==> src/rtl/bimode_pkg.sv <==
// bimode_pkg: shared types, codes and counter helpers for the bi-mode predictor
// no dependencies; imported by the interfaces, bimode_idx and bimode_branch_predictor

package bimode_pkg;

    localparam int CMD_W    = 3;
    localparam int PC_W     = 32;
    localparam int HIST_W   = 16;
    localparam int HLEN_W   = 5;
    localparam int HIDX_W   = 4;
    localparam int CFG_IDX_W = 2;
    localparam int CFG_DATA_W = 5;

    typedef enum logic [CMD_W-1:0] {
        CMD_LOOKUP      = 3'd0,
        CMD_UPDATE      = 3'd1,
        CMD_HIST_SHIFT  = 3'd2,
        CMD_RECOVER     = 3'd3,
        CMD_FLUSH       = 3'd4
    } t_cmd;

    typedef enum logic [CFG_IDX_W-1:0] {
        CFG_XOR_MODE           = 2'd0,
        CFG_HISTORY_BITS       = 2'd1,
        CFG_HISTORY_INDEX_BITS = 2'd2
    } t_cfg_idx;

    typedef enum logic [2:0] {
        S_CLEAR,
        S_IDLE,
        S_LK1,
        S_LK2,
        S_UPD,
        S_SPEC,
        S_DONE
    } t_state;

    typedef struct packed {
        logic              xor_mode;
        logic [HLEN_W-1:0] history_bits;
        logic [HIDX_W-1:0] history_index_bits;
    } t_cfg;

    // reset contents of the counter banks
    localparam logic [3:0] BANKS_INIT = 4'b1001;  // taken bank 2, not-taken bank 1

    function automatic logic [HLEN_W-1:0] hist_len(input logic [HLEN_W-1:0] hb);
        return (hb > HLEN_W'(HIST_W)) ? HLEN_W'(HIST_W) : hb;
    endfunction

    function automatic logic [HIST_W-1:0] hist_mask(input logic [HLEN_W-1:0] hb);
        logic [HIST_W:0] full;
        full = ((HIST_W+1)'(1) << hist_len(hb)) - (HIST_W+1)'(1);
        return full[HIST_W-1:0];
    endfunction

    // saturating 2-bit counter step
    function automatic logic [1:0] ctr_train(input logic [1:0] c, input logic taken);
        logic [1:0] r;
        r = c;
        if (taken) begin
            if (c != 2'd3) r = c + 2'd1;
        end else begin
            if (c != 2'd0) r = c - 2'd1;
        end
        return r;
    endfunction

endpackage

==> src/rtl/bimode_idx.sv <==
// bimode_idx: counter-bank index from branch address and history
// depends on bimode_pkg (t_cfg, hist_len)

module bimode_idx import bimode_pkg::*; #(
    parameter int COUNTER_ENTRIES = 4096
) (
    input  t_cfg              i_cfg,
    input  logic [PC_W-1:0]   i_pc,
    input  logic [HIST_W-1:0] i_hist,
    output logic [(COUNTER_ENTRIES > 1 ? $clog2(COUNTER_ENTRIES) : 1)-1:0] o_idx
);
    localparam int IW = (COUNTER_ENTRIES > 1) ? $clog2(COUNTER_ENTRIES) : 1;
    localparam logic [HLEN_W-1:0] LG = HLEN_W'($clog2(COUNTER_ENTRIES + 1) - 1);
    localparam logic [IW-1:0] IDX_MASK = IW'(COUNTER_ENTRIES - 1);

    logic [HLEN_W-1:0] w_len;
    logic [HLEN_W-1:0] w_sh;
    logic [IW-1:0]     w_raw;

    always_comb begin
        w_len = hist_len(i_cfg.history_bits);
        w_sh  = (LG > w_len) ? (LG - w_len) : '0;
        if (i_cfg.xor_mode) begin
            w_raw = IW'(i_pc) ^ (IW'(i_hist) << w_sh);
        end else begin
            w_raw = (IW'(i_pc) << w_len) | IW'(i_hist);
        end
        o_idx = w_raw & IDX_MASK;
    end
endmodule

==> config.mk <==
export PLATFORM = sky130hd
export DESIGN_NAME = bimode_idx
export DESIGN_NICKNAME = d
export VERILOG_FILES = /design/src/rtl/bimode_pkg.sv /design/src/rtl/bimode_idx.sv
export SDC_FILE = /design/constraint.sdc
export NUM_CORES = 1
export LEC_CHECK = 0
export ABC_AREA = 1
export CAP_MARGIN = 20
export CORE_ASPECT_RATIO = 0.75
export CORE_MARGIN = 2
export CORE_UTILIZATION = 40
export DETAILED_ROUTE_END_ITERATION = 10
export DONT_BUFFER_PORTS = 1
export PLACE_DENSITY = 0.59
export SLEW_MARGIN = 20
export SYNTH_ARGS = -nofsm -noshare
export SYNTH_HDL_FRONTEND = slang
export SYNTH_SLANG_ARGS = --single-unit
export TNS_END_PERCENT = 100
==> constraint.sdc <==
create_clock -name vclk -period 2.3
set_input_delay 0 -clock vclk [all_inputs]
set_output_delay 0 -clock vclk [all_outputs]
set_load 0.02 [all_outputs]
==> metrics, run 1 <==
final period utilization=0.932; number of sequential cells=0; critical path fanouts, max=13; Worst VDD drop=0.111 mV; instance count of the mapped netlist=321; DR DRC count=0; die span in y=58.2 µm; P_leak=0.000917 µW; Final Max Slew Viols=0; critical path launch point=i_cfg[4]; via density per instance=5.42; Ports=70; vias in the first global route=1,688; commonest non-fill, non-tap cell in the layout=nand2_1; initial antenna violation count=0; Syn Std Cell Area=0.00157 mm²; unrepaired setup endpoints after global routing=false; Fin. Hold Viols=0; Clock Power Share=0; P&R area growth vs syn=1.75%; IO buf count=0; Post-CTS Setup Inserts=0; final wirelength=4920 µm; total track usage=0.223; WP data arrival=2140 ps; pwr dens=251 mW/mm²; Distinct cells, synth=28; Syn Nets=380; synth warn=0; ANT cells=0; post-route ant nets=0; sequential area share after synthesis=0; Switching Share=0.673; global-route wire length before repair=8200 µm; critical path class=in2out; share of cells above drive strength 1=0.119; crit path time final=2140 ps; CTS Hold Buffers Added=0; largest net degree at the start of global routing=23; Die Wd=76.3 µm; hold_sp=i_cfg[9]; setup TNS=0 ps; vias=2,005; routability cong.=0.939; Req. time, crit path=2300 ps; register share of total power=0; max_cap viols=0; Layout fillers=459; logic gate share of total power=1.000; Placeable Area=0.00371 mm²; Initial Utilization=0.423; outcome=finished, final reports clean; leading cell types in the layout, fill and taps excluded=nand2_1, nand3_1, inv_1; fmax=0.466 GHz; pre-CTS setup slack=192 ps; Max-slew headroom=0.709; Slew @ Worst Pin=435 ps; Hold Crit Class=in2out; initial drt markers=194; Detailed Routing Iterations Pass 1=5; Die Area=0.00444 mm²; FF/Latch Area=0 µm²; final worst slack=156 ps; CLK BUF=0; crit path capture type=primary output; dpl hpwl=4140 µm; routed len/inst=13.3 µm; Psw=270 µW; grt ovf=0; crit start category=input pin; FP Rows=19; Int Power=131 µW; average size of a mapped cell=4.89 µm²; # resized after CTS=0; # nets final=379; Final setup viols=0
## critical path, stage by stage
cell and delay [ps]:
nor2_1 110, nand2_2 90, nand2_2 90, inv_1 70, nor2_4 90, inv_2 40
ha_1 200, a21oi_1 250, nand3_2 190, buf_4 230, nand3_1 110, nand2_1 60
nand2_1 50, nand3_1 140, o21ai_0 190, o21ai_1 70, buf_4 150
## layer usage
layer	GRT usage	up-vias	share of wire
met5	0	-	0
met4	0	0	0
met3	0.0249	0	0.11
met2	0.336	97	0.41
met1	0.357	873	0.48
li1	-	1035	-
## area by class of cell
class,instances,area [µm²],area share
Inverter,40,155,0.0972
Tap cell,52,65.1,0.0408
Timing Repair Buffer,9,67.6,0.0423
Multi-Input combinational cell,269,1310,0.820
## synthesized netlist by cell type
| library cell | instances | area, µm² |
|---|---|---|
| clkbuf_1 | 1 | 3.75 |
| o21ai_1 | 7 | 35.0 |
| ha_1 | 1 | 12.5 |
| nand2_2 | 9 | 56.3 |
| buf_4 | 2 | 15.0 |
| nor2_4 | 2 | 22.5 |
| o211ai_1 | 8 | 60.1 |
| nand3_1 | 47 | 235 |
| o21ai_0 | 23 | 115 |
| nor3_1 | 1 | 5.00 |
| nand2_1 | 128 | 480 |
| or2_1 | 1 | 6.26 |
| o21ai_2 | 1 | 8.76 |
| inv_4 | 1 | 6.26 |
| inv_2 | 5 | 18.8 |
| a21oi_4 | 1 | 16.3 |
| o31ai_1 | 1 | 7.51 |
| nor2_2 | 1 | 6.26 |
| nor2_1 | 12 | 45.0 |
| buf_6 | 7 | 78.8 |
| xor2_1 | 4 | 35.0 |
| inv_1 | 34 | 128 |
| o21bai_1 | 2 | 15.0 |
| a21oi_1 | 9 | 45.0 |
| buf_2 | 2 | 10.0 |
| a21oi_2 | 1 | 8.76 |
| nand4_1 | 2 | 12.5 |
| nand3_2 | 8 | 80.1 |
## power groups by stage
stage | Combinational (µW) | Clock [µW] | Sequential [µW]
after global routing | 452 | 0 | 0
after global placement | 389 | 0 | 0
after detailed placement | 394 | 0 | 0
after floorplan | 333 | 0 | 0
final | 400 | 0 | 0
after CTS | 396 | 0 | 0
## path summary, 6_finish.rpt
| check | to | cells after the start |
|---|---|---|
| max | o_idx[7] | 17 |
| min | o_idx[3] | 2 |
## cells by family (layout without fill, tap and decap cells)
logic type,Yosys count,count (layout),synth area share
AND/OR/NAND/NOR,211,211,0.605
AO/OA/AOI/OAI,53,53,0.199
buffers and inverters,52,49,0.166
XOR/XNOR,4,4,0.0223
adder cells (fa/ha/maj),1,1,0.00797
## stage by stage
stage          std cells   util  hold WS, ps  instance area [µm²]  power, µW
2_1_floorplan        321      -          194                 1570        333
3_3_place_gp         370  0.430          177                 1590        389
3_5_place_dp         370  0.430          179                 1590        394
4_1_cts              370  0.430          179                 1590        396
5_1_grt              370  0.430          190                 1600        452
6_report             370  0.430          177                 1600        400
Power figures use the tool's default switching activity.
==> inputs of run 2 (changes only) <==
--- a/config.mk
+++ b/config.mk
@@ -8,7 +8,6 @@
 export ABC_AREA = 1
 export CAP_MARGIN = 20
 export CORE_ASPECT_RATIO = 0.75
-export CORE_MARGIN = 2
 export CORE_UTILIZATION = 40
 export DETAILED_ROUTE_END_ITERATION = 10
 export DONT_BUFFER_PORTS = 1
==> metrics, run 2 (synthesis results as in run 1) <==
# resized after CTS=0 (unchanged); Die Area=0.00418 mm² (-6.0%); total track usage=0.229 (+0.00625); global-route wire length before repair=7580 µm (-7.5%); via density per instance=5.26 (-2.9%); number of sequential cells=0 (unchanged); FF/Latch Area=0 µm² (unchanged); Die Wd=74.3 µm (-2.6%); vias=1,941 (-3.2%); crit path capture type=primary output; P_leak=0.000912 µW (-0.47%); Final setup viols=0 (unchanged); # nets final=378 (-0.26%); initial antenna violation count=0 (unchanged); DR DRC count=0 (unchanged); initial drt markers=148 (-24%); final core occ=0.429 (-0.00101); placed instance count=369 (-0.27%); WP data arrival=2070 ps (-70 ps); final wirelength=4830 µm (-1.8%); Post-CTS Setup Inserts=0 (unchanged); Ports=70 (unchanged); share of cells above drive strength 1=0.120 (+0.000377); crit start category=input pin; Detailed Routing Iterations Pass 1=4 (-1); vias in the first global route=1,608 (-4.7%); setup TNS=0 ps (unchanged); final period utilization=0.899 (-0.0333); ANT cells=0 (unchanged); FP Rows=19 (unchanged); Final Max Slew Viols=0 (unchanged); Final Non-Filler Cells=369 (-0.27%); leading cell types in the layout, fill and taps excluded=nand2_1, nand3_1, inv_1; CTS Hold Buffers Added=0 (unchanged); P&R area growth vs syn=1.52%; crit path time final=2070 ps (-76.6 ps); Min Hold Slack=180 ps (+3.91 ps); max_cap viols=0 (unchanged); Worst VDD drop=0.128 mV (+15%); pwr dens=250 mW/mm² (-0.30%); fmax=0.484 GHz (+3.7%); critical path fanouts, max=13 (unchanged); commonest non-fill, non-tap cell in the layout=nand2_1; Initial Utilization=0.423 (unchanged); placed instance area=0.00159 mm² (-0.47%); Hold Crit Class=in2out; IO buf count=0 (unchanged); routed len/inst=13.1 µm (-1.6%); critical path class=in2out; Placeable Area=0.00371 mm² (unchanged); outcome=finished, final reports clean; die span in y=56.2 µm (-3.4%); dpl hpwl=4040 µm (-2.5%); routability cong.=0.928 (-1.2%); CLK BUF=0 (unchanged); post-route ant nets=0 (unchanged); Slew @ Worst Pin=458 ps (+22.9 ps); unrepaired setup endpoints after global routing=false; Req. time, crit path=2300 ps (about the same); largest net degree at the start of global routing=23 (unchanged); Fin. Hold Viols=0 (unchanged); Design Area, Final=0.00159 mm² (-0.23%); Max-slew headroom=0.694 (-0.0153); grt ovf=0 (unchanged); Layout fillers=448 (-2.4%)
-- run 2: cell types whose count changed in the layout (fill, tap and decap cells not counted), sizes merged --
cell,delta
buf,-1
-- run 2: per-layer routing --
metal  GRT usage  vias up  wire (µm)
li1            -     1031          -
met2       0.321       78       1890
met1       0.385      830       2490
met5           0        -          0
met4     0.00809        0         17
met3      0.0217        2        423
-- run 2: area by class of cell --
cell class                      count  area [µm²]  share of cell area
Inverter                           40         155              0.0974
Multi-Input combinational cell    269        1310               0.824
Tap cell                           52        65.1              0.0408
Timing Repair Buffer                8        60.1              0.0377
-- run 2: worst paths after layout --
check | from | endpoint | slack, ps | cells past startpoint
worst max-delay path | i_cfg[4] | o_idx[7] | 230 | 17
worst min-delay path | i_cfg[9] | o_idx[3] | 180 | 2
-- run 2: per-stage QoR --
step / setup WS, ps / total power [µW]
after floorplan: 111 / 333
after global placement: 218 / 387
after detailed placement: 204 / 391
after CTS: 196 / 392
after global routing: 42.2 / 448
final: 232 / 398
-- run 2: worst max-delay path, stage by stage --
cell and delay, ps:
nor2_1 110, nand2_2 90, nand2_2 90, inv_1 70, nor2_4 100, inv_2 40
ha_1 210, a21oi_2 190, nand3_2 170, buf_4 230, nand3_1 110, nand2_1 60
nand2_1 50, nand3_1 130, o21ai_0 180, o21ai_1 70, buf_4 150
-- run 2: report_power, final --
part           internal, µW  switching [µW]
logic                   130             268
clock network             0               0
registers                 0               0
total                   130             268
==> inputs of run 3 (changes only) <==
--- a/config.mk
+++ b/config.mk
@@ -7,11 +7,13 @@
 export LEC_CHECK = 0
 export ABC_AREA = 1
 export CAP_MARGIN = 20
+export CELL_PAD_IN_SITES_DETAIL_PLACEMENT = 1
+export CELL_PAD_IN_SITES_GLOBAL_PLACEMENT = 1
 export CORE_ASPECT_RATIO = 0.75
 export CORE_UTILIZATION = 40
 export DETAILED_ROUTE_END_ITERATION = 10
 export DONT_BUFFER_PORTS = 1
-export PLACE_DENSITY = 0.59
+export PLACE_DENSITY = 0.86
 export SLEW_MARGIN = 20
 export SYNTH_ARGS = -nofsm -noshare
 export SYNTH_HDL_FRONTEND = slang
==> metrics, run 3 (synthesis results as in run 1) <==
outcome=finished, final reports clean; Req. time, crit path=2300 ps (about the same); vias in the first global route=1,938 (+21%); ANT cells=0 (unchanged); vias=2,034 (+4.8%); Post-CTS Setup Inserts=0 (unchanged); Max-slew headroom=0.700 (+0.00598); P&R area growth vs syn=1.59% (about the same); dpl hpwl=4860 µm (+20%); setup TNS=0 ps (unchanged); die span in y=56.2 µm (unchanged); global-route wire length before repair=9140 µm (+21%); fmax=0.478 GHz (-1.1%); register share of total power=0 (unchanged); Ports=70 (unchanged); critical path class=in2out; WP data arrival=2090 ps (+20 ps); post-route ant nets=0 (unchanged); Switching Share=0.684 (+0.00946); final period utilization=0.909 (+0.0102); share of cells above drive strength 1=0.119 (-0.000377); routed len/inst=15.4 µm (+18%); Hold Crit Class=in2out; final wirelength=5710 µm (+18%); initial drt markers=93 (-37%); # nets final=379 (+0.26%); CTS Hold Buffers Added=0 (unchanged); Initial Utilization=0.423 (unchanged); Die Area=0.00418 mm² (unchanged); crit path max-delay cell type=a21oi_1; crit path capture type=primary output; Psw=282 µW (+5.1%); DR DRC count=0 (unchanged); total track usage=0.277 (+0.0481); routability cong.=0.935 (+0.80%); Placeable Area=0.00371 mm² (unchanged); P_leak=0.000917 µW (+0.50%); # resized after CTS=0 (unchanged); critical path fanouts, max=14 (+1); number of sequential cells=0 (unchanged); Final Max Slew Viols=0 (unchanged); FP Rows=19 (unchanged); Final setup viols=0 (unchanged); IO buf count=0 (unchanged); Clock Power Share=0 (unchanged); crit start category=input pin; grt ovf=0 (unchanged); unrepaired setup endpoints after global routing=true; pwr dens=259 mW/mm² (+3.6%); leading cell types in the layout, fill and taps excluded=nand2_1, nand3_1, inv_1; critical path cell sequence=nor2_1 -> nand2_2 -> nand2_2 -> inv_1 -> nor2_4 -> inv_2 -> ha_1 -> a21oi_1 -> nand3_2 -> buf_4 -> nand3_2 -> nand3_2 -> a21oi_2 -> nand2_1 -> nand2_1 -> nand3_1 -> nand2_1; initial antenna violation count=0 (unchanged); Die Wd=74.3 µm (unchanged); Top Family by Delay on Critical Path=simple AND/OR/NAND/NOR gates; Int Power=131 µW (+0.66%); commonest non-fill, non-tap cell in the layout=nand2_1; buffers and inverters on the worst path=3 (-1); Detailed Routing Iterations Pass 1=4 (unchanged); CLK BUF=0 (unchanged); crit path time final=2090 ps (+23.6 ps); via density per instance=5.50 (+4.5%); final core occ=0.430 (about the same); FF/Latch Area=0 µm² (unchanged); Layout fillers=593 (+32%); logic gate share of total power=1.000 (about the same); placed instance count=370 (+0.27%); Worst VDD drop=0.0952 mV (-26%); largest net degree at the start of global routing=23 (unchanged); Fin. Hold Viols=0 (unchanged); Slew @ Worst Pin=449 ps (-8.95 ps); Final Non-Filler Cells=370 (+0.27%); critical path's largest stage delay=250 ps (+20 ps); max_cap viols=0 (unchanged)
[run 3: final cells by class]
class,count,area (µm²),share of cell area
tap,52,65.1,0.0408
timing repair buffer,9,67.6,0.0424
multi-input combinational,269,1310,0.821
inverter,40,153,0.0958
[run 3: through the flow]
step / hold WS (ps) / total power, µW / cell area (µm²) / setup WS, ps
floorplan: 194 / 333 / 1570 / 111
detailed placement: 182 / 408 / 1590 / 217
global placement: 175 / 391 / 1590 / 275
finish: 180 / 413 / 1590 / 209
CTS: 182 / 410 / 1590 / 216
global route: 194 / 459 / 1590 / -5.02
[run 3: routing by layer]
metal  wire (µm)  global-route usage  up-vias
met4          21              0.0135        0
li1            -                   -     1034
met1        2720               0.407      922
met5           0                   0        -
met2        2550               0.447       74
met3         415              0.0380        4
[run 3: worst paths after layout]
check                 startpoint   endpoint  slack [ps]  depth (start not counted)
worst max-delay path    i_cfg[4]  o_idx[11]         210                         17
worst min-delay path    i_cfg[9]   o_idx[3]         180                          2
[run 3: power by group through the flow]
stage | sequential (µW) | combinational, µW | clock (µW)
4_1_cts | 0 | 410 | 0
3_3_place_gp | 0 | 391 | 0
3_5_place_dp | 0 | 408 | 0
5_1_grt | 0 | 459 | 0
6_report | 0 | 413 | 0
2_1_floorplan | 0 | 333 | 0
